**config.mk**
```make
export PLATFORM = sky130hd
export DESIGN_NAME = selection_sort_with_average_unit
export DESIGN_NICKNAME = d
export VERILOG_FILES = /design/src/rtl/core/ssa_pkg.sv /design/src/rtl/core/ssa_ram.sv /design/src/rtl/core/ssa_queue.sv /design/src/rtl/core/ssa_front.sv /design/src/rtl/core/ssa_div.sv /design/src/rtl/core/ssa_back.sv /design/src/rtl/core/selection_sort_with_average_unit.sv
export SDC_FILE = /design/constraint.sdc
export NUM_CORES = 2
export LEC_CHECK = 0
export BUFFER_PORTS_ARGS = -buffer_cell sky130_fd_sc_hd__buf_2
export CAP_MARGIN = 5
export CORE_MARGIN = 10
export CORE_UTILIZATION = 57
export CTS_BUF_LIST = sky130_fd_sc_hd__clkbuf_4 sky130_fd_sc_hd__clkbuf_8 sky130_fd_sc_hd__clkbuf_16
export DETAILED_ROUTE_END_ITERATION = 10
export GPL_ROUTABILITY_DRIVEN = 1
export PLACE_DENSITY = 0.83
export RECOVER_POWER = 100
export SETUP_SLACK_MARGIN = 0.2
export SYNTH_ARGS = -nofsm -noshare
export SYNTH_HDL_FRONTEND = slang
export SYNTH_SLANG_ARGS = --single-unit
```
**constraint.sdc**
```tcl
create_clock -name clk -period 5 [get_ports clk]
set_clock_uncertainty 0.2 [all_clocks]
set_input_delay 1.25 -clock clk [delete_from_list [all_inputs] [get_ports clk]]
set_output_delay 1.25 -clock clk [all_outputs]
set_load 0.02 [all_outputs]
```
**src/rtl/core/ssa_pkg.sv**
```systemverilog
package ssa_pkg;

  localparam int SCORE_W     = 24;
  localparam int QUEUE_DEPTH = 4;
  localparam int QPTR_W      = $clog2(QUEUE_DEPTH);

  // one classified input transaction on its way to the back end
  typedef struct packed {
    logic [SCORE_W-1:0] score;
    logic               last;
    logic               keep;
  } ssa_entry_t;

  typedef struct packed {
    logic full;
    logic empty;
  } ssa_qstat_t;

endpackage

```
**src/rtl/core/ssa_ram.sv**
```systemverilog
module ssa_ram #(
  parameter int WIDTH = 24,
  parameter int DEPTH = 64
) (
  input  logic                     clk,
  input  logic                     we,
  input  logic [$clog2(DEPTH)-1:0] waddr,
  input  logic [WIDTH-1:0]         wdata,
  input  logic [$clog2(DEPTH)-1:0] raddr,
  output logic [WIDTH-1:0]         rdata
);

  logic [WIDTH-1:0] mem [DEPTH];

  always_ff @(posedge clk) begin
    if (we) begin
      mem[waddr] <= wdata;
    end
    rdata <= mem[raddr];
  end

endmodule

```
**src/rtl/core/ssa_queue.sv**
```systemverilog
module ssa_queue
  import ssa_pkg::*;
(
  input  logic       clk,
  input  logic       rst_n,
  input  logic       push,
  input  ssa_entry_t push_entry,
  input  logic       pop,
  output ssa_entry_t head_entry,
  output ssa_qstat_t stat
);

  ssa_entry_t        slot_r [QUEUE_DEPTH];
  logic [QPTR_W-1:0] wptr_r;
  logic [QPTR_W-1:0] rptr_r;
  logic [QPTR_W:0]   count_r;

  assign stat.full  = (count_r == (QPTR_W+1)'(QUEUE_DEPTH));
  assign stat.empty = (count_r == '0);
  assign head_entry = slot_r[rptr_r];

  always_ff @(posedge clk) begin
    if (push) begin
      slot_r[wptr_r] <= push_entry;
    end
  end

  always_ff @(posedge clk) begin
    if (!rst_n) begin
      wptr_r  <= '0;
      rptr_r  <= '0;
      count_r <= '0;
    end else begin
      if (push) begin
        wptr_r <= wptr_r + QPTR_W'(1);
      end
      if (pop) begin
        rptr_r <= rptr_r + QPTR_W'(1);
      end
      unique case ({push, pop})
        2'b10:   count_r <= count_r + (QPTR_W+1)'(1);
        2'b01:   count_r <= count_r - (QPTR_W+1)'(1);
        default: count_r <= count_r;
      endcase
    end
  end

endmodule

```
**src/rtl/core/ssa_front.sv**
```systemverilog
module ssa_front
  import ssa_pkg::*;
#(
  parameter int MAX_SCORES = 64
) (
  input  logic               clk,
  input  logic               rst_n,
  input  logic               in_valid,
  output logic               in_ready,
  input  logic [SCORE_W-1:0] in_score,
  input  logic               in_last,
  input  logic               q_full,
  output logic               push,
  output ssa_entry_t         push_entry
);

  localparam int CNT_W = $clog2(MAX_SCORES + 1);

  logic [CNT_W-1:0] cnt_r;
  logic             keep;

  assign in_ready = !q_full;
  assign push     = in_valid && in_ready;
  // mark scores past the store depth for dropping
  assign keep     = (cnt_r < CNT_W'(MAX_SCORES));

  assign push_entry.score = in_score;
  assign push_entry.last  = in_last;
  assign push_entry.keep  = keep;

  always_ff @(posedge clk) begin
    if (!rst_n) begin
      cnt_r <= '0;
    end else if (push) begin
      if (in_last) begin
        cnt_r <= '0;
      end else if (keep) begin
        cnt_r <= cnt_r + CNT_W'(1);
      end
    end
  end

endmodule

```
**src/rtl/core/ssa_div.sv**
```systemverilog
module ssa_div #(
  parameter int DIVIDEND_W = 30,
  parameter int DIVISOR_W  = 7
) (
  input  logic                  clk,
  input  logic                  rst_n,
  input  logic                  start,
  input  logic [DIVIDEND_W-1:0] dividend,
  input  logic [DIVISOR_W-1:0]  divisor,
  output logic                  done,
  output logic [DIVIDEND_W-1:0] quotient
);

  localparam int STEP_W = $clog2(DIVIDEND_W + 1);

  logic                  busy_r;
  logic                  done_r;
  logic                  neg_r;
  logic [DIVIDEND_W-1:0] quot_r;
  logic [DIVISOR_W-1:0]  rem_r;
  logic [DIVISOR_W-1:0]  dvs_r;
  logic [STEP_W-1:0]     step_r;
  logic [DIVISOR_W:0]    shifted;
  logic [DIVISOR_W:0]    diff;
  logic                  fits;

  // restoring division on the magnitude, one quotient bit per cycle
  assign shifted = {rem_r, quot_r[DIVIDEND_W-1]};
  assign fits    = (shifted >= {1'b0, dvs_r});
  assign diff    = shifted - {1'b0, dvs_r};

  assign done     = done_r;
  // truncate toward zero: apply the sign to the magnitude quotient
  assign quotient = neg_r ? (~quot_r + DIVIDEND_W'(1)) : quot_r;

  always_ff @(posedge clk) begin
    if (!rst_n) begin
      busy_r <= 1'b0;
      done_r <= 1'b0;
      step_r <= '0;
    end else begin
      done_r <= 1'b0;
      if (start) begin
        busy_r <= 1'b1;
        step_r <= '0;
        neg_r  <= dividend[DIVIDEND_W-1];
        quot_r <= dividend[DIVIDEND_W-1] ? (~dividend + DIVIDEND_W'(1)) : dividend;
        rem_r  <= '0;
        dvs_r  <= divisor;
      end else if (busy_r) begin
        rem_r  <= fits ? diff[DIVISOR_W-1:0] : shifted[DIVISOR_W-1:0];
        quot_r <= {quot_r[DIVIDEND_W-2:0], fits};
        step_r <= step_r + STEP_W'(1);
        if (step_r == STEP_W'(DIVIDEND_W - 1)) begin
          busy_r <= 1'b0;
          done_r <= 1'b1;
        end
      end
    end
  end

endmodule

```
**src/rtl/core/ssa_back.sv**
```systemverilog
module ssa_back
  import ssa_pkg::*;
#(
  parameter int MAX_SCORES = 64
) (
  input  logic                                  clk,
  input  logic                                  rst_n,
  input  ssa_entry_t                            q_entry,
  input  logic                                  q_empty,
  output logic                                  pop,
  output logic                                  div_start,
  output logic [SCORE_W+$clog2(MAX_SCORES)-1:0] div_dividend,
  output logic [$clog2(MAX_SCORES+1)-1:0]       div_divisor,
  input  logic                                  div_done,
  input  logic [SCORE_W+$clog2(MAX_SCORES)-1:0] div_quot,
  output logic                                  out_valid,
  input  logic                                  out_ready,
  output logic [SCORE_W-1:0]                    out_sorted_score,
  output logic [SCORE_W-1:0]                    out_average,
  output logic                                  out_overflow,
  output logic                                  out_last_out
);

  localparam int CNT_W = $clog2(MAX_SCORES + 1);
  localparam int AW    = $clog2(MAX_SCORES);
  localparam int SUM_W = SCORE_W + $clog2(MAX_SCORES);

  typedef enum logic [3:0] {
    S_LOAD,
    S_DIV_GO,
    S_DIV_WAIT,
    S_HEAD,
    S_SCAN,
    S_SWAP_A,
    S_SWAP_B,
    S_EMIT_RD,
    S_EMIT_LD,
    S_EMIT_WAIT
  } state_t;

  state_t             state_r;
  logic [CNT_W-1:0]   cnt_r;
  logic [SUM_W-1:0]   sum_r;
  logic               drop_r;
  logic [CNT_W-1:0]   head_r;
  logic [CNT_W-1:0]   probe_r;
  logic [CNT_W-1:0]   pick_r;
  logic [CNT_W-1:0]   rd_idx_r;
  logic               rd_vld_r;
  logic [SCORE_W-1:0] least_r;
  logic [SCORE_W-1:0] held_r;
  logic [CNT_W-1:0]   k_r;
  logic [SCORE_W-1:0] mean_r;
  logic [SCORE_W-1:0] score_out_r;
  logic               last_out_r;
  logic               out_valid_r;

  logic               we;
  logic [AW-1:0]      waddr;
  logic [SCORE_W-1:0] wdata;
  logic [AW-1:0]      raddr;
  logic [SCORE_W-1:0] rdata;
  logic               probe_left;

  ssa_ram #(
    .WIDTH (SCORE_W),
    .DEPTH (MAX_SCORES)
  ) u_store (
    .clk   (clk),
    .we    (we),
    .waddr (waddr),
    .wdata (wdata),
    .raddr (raddr),
    .rdata (rdata)
  );

  assign pop          = (state_r == S_LOAD) && !q_empty;
  assign div_start    = (state_r == S_DIV_GO);
  assign div_dividend = sum_r;
  assign div_divisor  = cnt_r;
  assign probe_left   = (probe_r < cnt_r);

  assign out_valid        = out_valid_r;
  assign out_sorted_score = score_out_r;
  assign out_average      = mean_r;
  assign out_overflow     = drop_r;
  assign out_last_out     = last_out_r;

  always_comb begin
    we    = 1'b0;
    waddr = cnt_r[AW-1:0];
    wdata = q_entry.score;
    priority if (pop && q_entry.keep) begin
      we = 1'b1;
    end else if (state_r == S_SWAP_A) begin
      we    = 1'b1;
      waddr = head_r[AW-1:0];
      wdata = least_r;
    end else if (state_r == S_SWAP_B) begin
      we    = 1'b1;
      waddr = pick_r[AW-1:0];
      wdata = held_r;
    end
  end

  assign raddr = (state_r == S_EMIT_RD) ? k_r[AW-1:0] : probe_r[AW-1:0];

  always_ff @(posedge clk) begin
    if (!rst_n) begin
      state_r     <= S_LOAD;
      cnt_r       <= '0;
      sum_r       <= '0;
      drop_r      <= 1'b0;
      rd_vld_r    <= 1'b0;
      out_valid_r <= 1'b0;
      head_r      <= '0;
      probe_r     <= '0;
      k_r         <= '0;
    end else begin
      unique case (state_r)
        S_LOAD: begin
          if (pop) begin
            if (q_entry.keep) begin
              cnt_r <= cnt_r + CNT_W'(1);
              sum_r <= sum_r + {{(SUM_W-SCORE_W){q_entry.score[SCORE_W-1]}}, q_entry.score};
            end else begin
              drop_r <= 1'b1;
            end
            if (q_entry.last) begin
              state_r <= S_DIV_GO;
            end
          end
        end
        S_DIV_GO: begin
          state_r <= S_DIV_WAIT;
        end
        S_DIV_WAIT: begin
          if (div_done) begin
            mean_r  <= div_quot[SCORE_W-1:0];
            head_r  <= '0;
            state_r <= S_HEAD;
          end
        end
        S_HEAD: begin
          if ((head_r + CNT_W'(1)) >= cnt_r) begin
            k_r     <= '0;
            state_r <= S_EMIT_RD;
          end else begin
            probe_r  <= head_r;
            rd_vld_r <= 1'b0;
            state_r  <= S_SCAN;
          end
        end
        S_SCAN: begin
          // issue one read per cycle, fold in the data of the previous read
          if (probe_left) begin
            rd_vld_r <= 1'b1;
            rd_idx_r <= probe_r;
            probe_r  <= probe_r + CNT_W'(1);
          end else begin
            rd_vld_r <= 1'b0;
          end
          if (rd_vld_r) begin
            if (rd_idx_r == head_r) begin
              least_r <= rdata;
              held_r  <= rdata;
              pick_r  <= head_r;
            end else if ($signed(rdata) < $signed(least_r)) begin
              least_r <= rdata;
              pick_r  <= rd_idx_r;
            end
          end
          if (!probe_left && !rd_vld_r) begin
            state_r <= S_SWAP_A;
          end
        end
        S_SWAP_A: begin
          state_r <= S_SWAP_B;
        end
        S_SWAP_B: begin
          head_r  <= head_r + CNT_W'(1);
          state_r <= S_HEAD;
        end
        S_EMIT_RD: begin
          state_r <= S_EMIT_LD;
        end
        S_EMIT_LD: begin
          score_out_r <= rdata;
          last_out_r  <= ((k_r + CNT_W'(1)) == cnt_r);
          out_valid_r <= 1'b1;
          state_r     <= S_EMIT_WAIT;
        end
        S_EMIT_WAIT: begin
          if (out_ready) begin
            out_valid_r <= 1'b0;
            if (last_out_r) begin
              cnt_r   <= '0;
              sum_r   <= '0;
              drop_r  <= 1'b0;
              state_r <= S_LOAD;
            end else begin
              k_r     <= k_r + CNT_W'(1);
              state_r <= S_EMIT_RD;
            end
          end
        end
        default: begin
          state_r <= S_LOAD;
        end
      endcase
    end
  end

endmodule

```
**src/rtl/core/selection_sort_with_average_unit.sv**
```systemverilog
// Flow: the last score of a list reaches the store from the queue once the back end pops it; the mean
//   then comes from the divider (one quotient bit per cycle), then the sort runs (one store read per
//   compare), and each result is read, loaded and held until out_ready takes it.
// A new list is taken into the queue while one is still being sorted, but it reaches the store only
//   after the last result of the list before; the compare scan uses the single read port of the store.
// Reset: synchronous, active low; clears counts, sum, flag, queue and handshakes. The store
//   holds no reset and needs no clearing pass.
module selection_sort_with_average_unit
  import ssa_pkg::*;
#(
  parameter int MAX_SCORES = 64
) (
  input  logic               clk,
  input  logic               rst_n,
  input  logic               in_valid,
  output logic               in_ready,
  input  logic [SCORE_W-1:0] in_score,
  input  logic               in_last,
  output logic               out_valid,
  input  logic               out_ready,
  output logic [SCORE_W-1:0] out_sorted_score,
  output logic [SCORE_W-1:0] out_average,
  output logic               out_overflow,
  output logic               out_last_out
);

  localparam int CNT_W = $clog2(MAX_SCORES + 1);
  localparam int SUM_W = SCORE_W + $clog2(MAX_SCORES);

  logic             push;
  ssa_entry_t       push_entry;
  ssa_entry_t       head_entry;
  ssa_qstat_t       qstat;
  logic             pop;
  logic             div_start;
  logic [SUM_W-1:0] div_dividend;
  logic [CNT_W-1:0] div_divisor;
  logic             div_done;
  logic [SUM_W-1:0] div_quot;

  ssa_front #(
    .MAX_SCORES (MAX_SCORES)
  ) u_front (
    .clk        (clk),
    .rst_n      (rst_n),
    .in_valid   (in_valid),
    .in_ready   (in_ready),
    .in_score   (in_score),
    .in_last    (in_last),
    .q_full     (qstat.full),
    .push       (push),
    .push_entry (push_entry)
  );

  ssa_queue u_queue (
    .clk        (clk),
    .rst_n      (rst_n),
    .push       (push),
    .push_entry (push_entry),
    .pop        (pop),
    .head_entry (head_entry),
    .stat       (qstat)
  );

  ssa_div #(
    .DIVIDEND_W (SUM_W),
    .DIVISOR_W  (CNT_W)
  ) u_div (
    .clk      (clk),
    .rst_n    (rst_n),
    .start    (div_start),
    .dividend (div_dividend),
    .divisor  (div_divisor),
    .done     (div_done),
    .quotient (div_quot)
  );

  ssa_back #(
    .MAX_SCORES (MAX_SCORES)
  ) u_back (
    .clk              (clk),
    .rst_n            (rst_n),
    .q_entry          (head_entry),
    .q_empty          (qstat.empty),
    .pop              (pop),
    .div_start        (div_start),
    .div_dividend     (div_dividend),
    .div_divisor      (div_divisor),
    .div_done         (div_done),
    .div_quot         (div_quot),
    .out_valid        (out_valid),
    .out_ready        (out_ready),
    .out_sorted_score (out_sorted_score),
    .out_average      (out_average),
    .out_overflow     (out_overflow),
    .out_last_out     (out_last_out)
  );

  a_queue_state: assert property (@(posedge clk) disable iff (!rst_n)
    !(qstat.full && qstat.empty))
    else $error("queue reports full and empty at once");

  a_pop_not_empty: assert property (@(posedge clk) disable iff (!rst_n)
    pop |-> !qstat.empty)
    else $error("back end popped an empty queue");

  a_list_end: assert property (@(posedge clk) disable iff (!rst_n)
    (out_valid && out_ready && out_last_out) |=> !out_valid)
    else $error("result offered after the final sorted score");

  a_div_quiet: assert property (@(posedge clk) disable iff (!rst_n)
    out_valid |-> !div_done)
    else $error("divider finished during emission");

endmodule

```
==> run metrics <==
CTS tree=yes; setup repair after global routing missed its margin=no; htree depth=4; worst r2r src=u_back.state_r[3]; Cell Int Power=30.3 mW; Worst Path Max Fanout=103; max-cap check violation count=27; setup bufs post-CTS=0; sequential share of the synthesized area=73.2%; Synth Warn #=0; LEAKAGE=30.4 nW; DR pass1 iterations=6; Sw Ratio=28.5%; Slew Limit Fails=1266; met1 Resource Use GR=33.5%; 1st-iter DRT viols=8087; worst-path cell chain=nand4b_1, clkbuf_1, mux2_8, clkbuf_2, nand2_1, a32oi_1, and3_1, a31oi_1, nand4_1; grt met3 use=7.13%; CTS sink count=1907; net count after synthesis=5643; failing checks=capacitance limit, slew limit; async set-or-reset flop fraction in the synthesized netlist=0%; most used routing layer=met2; initial antenna violation count=17; Critical Path Source=u_back.state_r[3]; Unique masters post-synth=71; Starting Density=57.4%; io pins=81; routed vias=49944; #FFs+latches synth=1907; Setup crit start kind=flip-flop; clock group share of total power=33.1%; Worst-Margin Slew=2.32 ns; Chip Width=387 um; GR Layer Usage met2=43.0%; Reg power frac=49.7%; first-pass GRT wire length=306000 um; Crit path required time=5.44 ns; Final Routed Wirelength=207000 um; Wirelength per Cell=27.3 um; detailed-placement wirelength estimate=120000 um; mapped cell area=76700 um^2; max incr delay on CP=0.70 ns; Comb pwr share=17.2%; NetSw=12.1 mW; Final ANT Viol Nets=0; Worst-path clk slew=0.06 ns; die area=150000 um^2; core area=134000 um^2; Syn-to-layout area delta=12.0%; HP Class=flip-flop to flip-flop; nets=5784; slowest cell on the critical path=clkbuf_2; Primary FF master, synth=edfxtp_1; # setup viols final=0; Post-synth EDFFs=1795; Resize count post-CTS=0; commonest cells after routing, fill and taps aside=edfxtp_1 (1795), nand2_1 (1236), a31oi_1 (273), mux2i_1 (225), nand3_1 (216); Hold Vio Cnt, Final=0; Via density=6.58; hold path start=u_back.rd_idx_r[5]; root buf cell=clkbuf_16; DIE HEIGHT=387 um; # rows=134; setup TNS=0 ns; Worst Path Arrival=5.18 ns; most common cell after layout, fill and taps aside=edfxtp_1; Post-Synthesis Cells=5525; CP endpoint kind=flip-flop; GRT overflow=0; Mean Syn Cell Area=13.9 um^2; CP Class=flip-flop to flip-flop; Min Clock Period, post-route=4.74 ns; layout cell share with drive strength beyond 1=10.3%; DRC errors left=0; CTS Buffer Depth=3; VDD IR max=0.000356 V; final critical-path share of the clock period=94.8%; pin count of the biggest net entering global routing=113; max_slew headroom=-54.8%; number of buffers inserted by hold repair at cts=0; status=complete, but fails checks; clock latency on the worst-skew pair=0.82 ns; pwr/cell area=493 nW/um^2; GRT Total Usage=26.8%; routability-driven placement congestion ratio=0.952; fmax=211 MHz; Hold Slack=0.288 ns; number of buffers created by CTS=180; I/O Buffers=80; vias in the first global route=49110
## layout make-up
| class | count | area [um^2] |
|---|---|---|
| clock inverters | 97 | 1080 |
| multi-input cells | 3233 | 19400 |
| repair buffers | 280 | 1810 |
| diodes | 9 | 22.5 |
| flip-flops and latches | 1907 | 56100 |
| clock buffers | 236 | 5020 |
| fillers | 8752 | 47700 |
| inverters | 64 | 240 |
| well taps | 1768 | 2210 |
## power groups by stage
stage | logic, mW | registers, mW | clock network (mW)
finish | 7.27 | 21.1 | 14.0
global route | 7.79 | 21.1 | 14.7
CTS | 7.21 | 20.9 | 14.0
detailed placement | 7.14 | 21.2 | 0
global placement | 6.85 | 21.2 | 0
floorplan | 4.38 | 20.9 | 0
## state kept, by name, indices dropped and copies added, names as in the netlist, 24 cells and up, named ones only
signal / cells
u_back.div_dividend: 30
u_back.held_r: 24
u_back.least_r: 24
u_back.out_average: 24
u_back.out_sorted_score: 24
u_back.u_store.mem: 1536
u_back.u_store.rdata: 24
u_div.quot_r: 30
u_queue.slot_r: 104
## cell usage after synthesis (24+ instances only)
cell type,number,share of area [%]
edfxtp_1,1795,70
nand3_1,216,1.4
nand4_1,40,0.33
a32oi_1,215,2.5
mux4_2,26,0.76
mux2i_1,226,2.9
nor2_1,236,1.2
and3_1,108,0.88
clkbuf_1,209,1.0
xnor2_1,74,0.84
xor2_1,44,0.50
buf_1,52,0.25
buf_2,59,0.38
a21oi_1,68,0.44
inv_1,64,0.31
o22ai_1,32,0.26
o21ai_0,89,0.58
a31oi_1,274,2.2
nor3_1,24,0.16
nand2_1,1236,6.0
dfxtp_1,112,2.9
ha_1,86,1.4
## stage by stage
| step | cell area [um^2] | instances | power [mW] | worst slack (ns) | util [%] |
|---|---|---|---|---|---|
| after CTS | 86400 | 7583 | 42.1 | 0.688 | 64.6 |
| final | 85900 | 7594 | 42.3 | 0.258 | 64.3 |
| after detailed placement | 80300 | 7250 | 28.4 | 0.730 | 60.1 |
| after floorplan | 76700 | 5525 | 25.3 | 0.615 | - |
| after global placement | 80300 | 7250 | 28.0 | 0.870 | 60.1 |
| after global routing | 85900 | 7590 | 43.6 | 0.134 | 64.3 |
## metal layers
metal,vias to the layer above,routed length [um]
met5,-,114
met3,677,27800
met4,18,12000
li1,21124,-
met1,24218,70500
met2,3907,96900
## cell families (layout without fill, tap and decap cells)
group / Yosys count / in the layout / share of synthesized area [%]
flip-flops: 1907 / 1907 / 73.2
XOR/XNOR: 118 / 118 / 1.35
adder cells (fa/ha/maj): 89 / 89 / 1.48
AO/OA/AOI/OAI: 809 / 809 / 7.35
AND/OR/NAND/NOR: 1963 / 1963 / 10.9
other: 0 / 9 / 0
multiplexers: 254 / 254 / 3.74
buffers and inverters: 385 / 677 / 1.98
## worst paths after layout
path / end / slack, ns / depth (start not counted)
min: u_back.pick_r[5] / 0.29 / 0
max reg2reg: u_back.u_store.rdata[13] / 0.26 / 9
min reg2reg: u_back.pick_r[5] / 0.29 / 0
max: u_back.u_store.rdata[13] / 0.26 / 9
## critical path, delay by kind of cell (launching register included)
family	cells	cell delay, ns
and+or+nand+nor	4	1.07
AOI/OAI and AO/OA	2	0.71
buffers and inverters	2	1.21
DFF	1	0.56
muxes	1	0.65
Power figures use the tool's default switching activity.
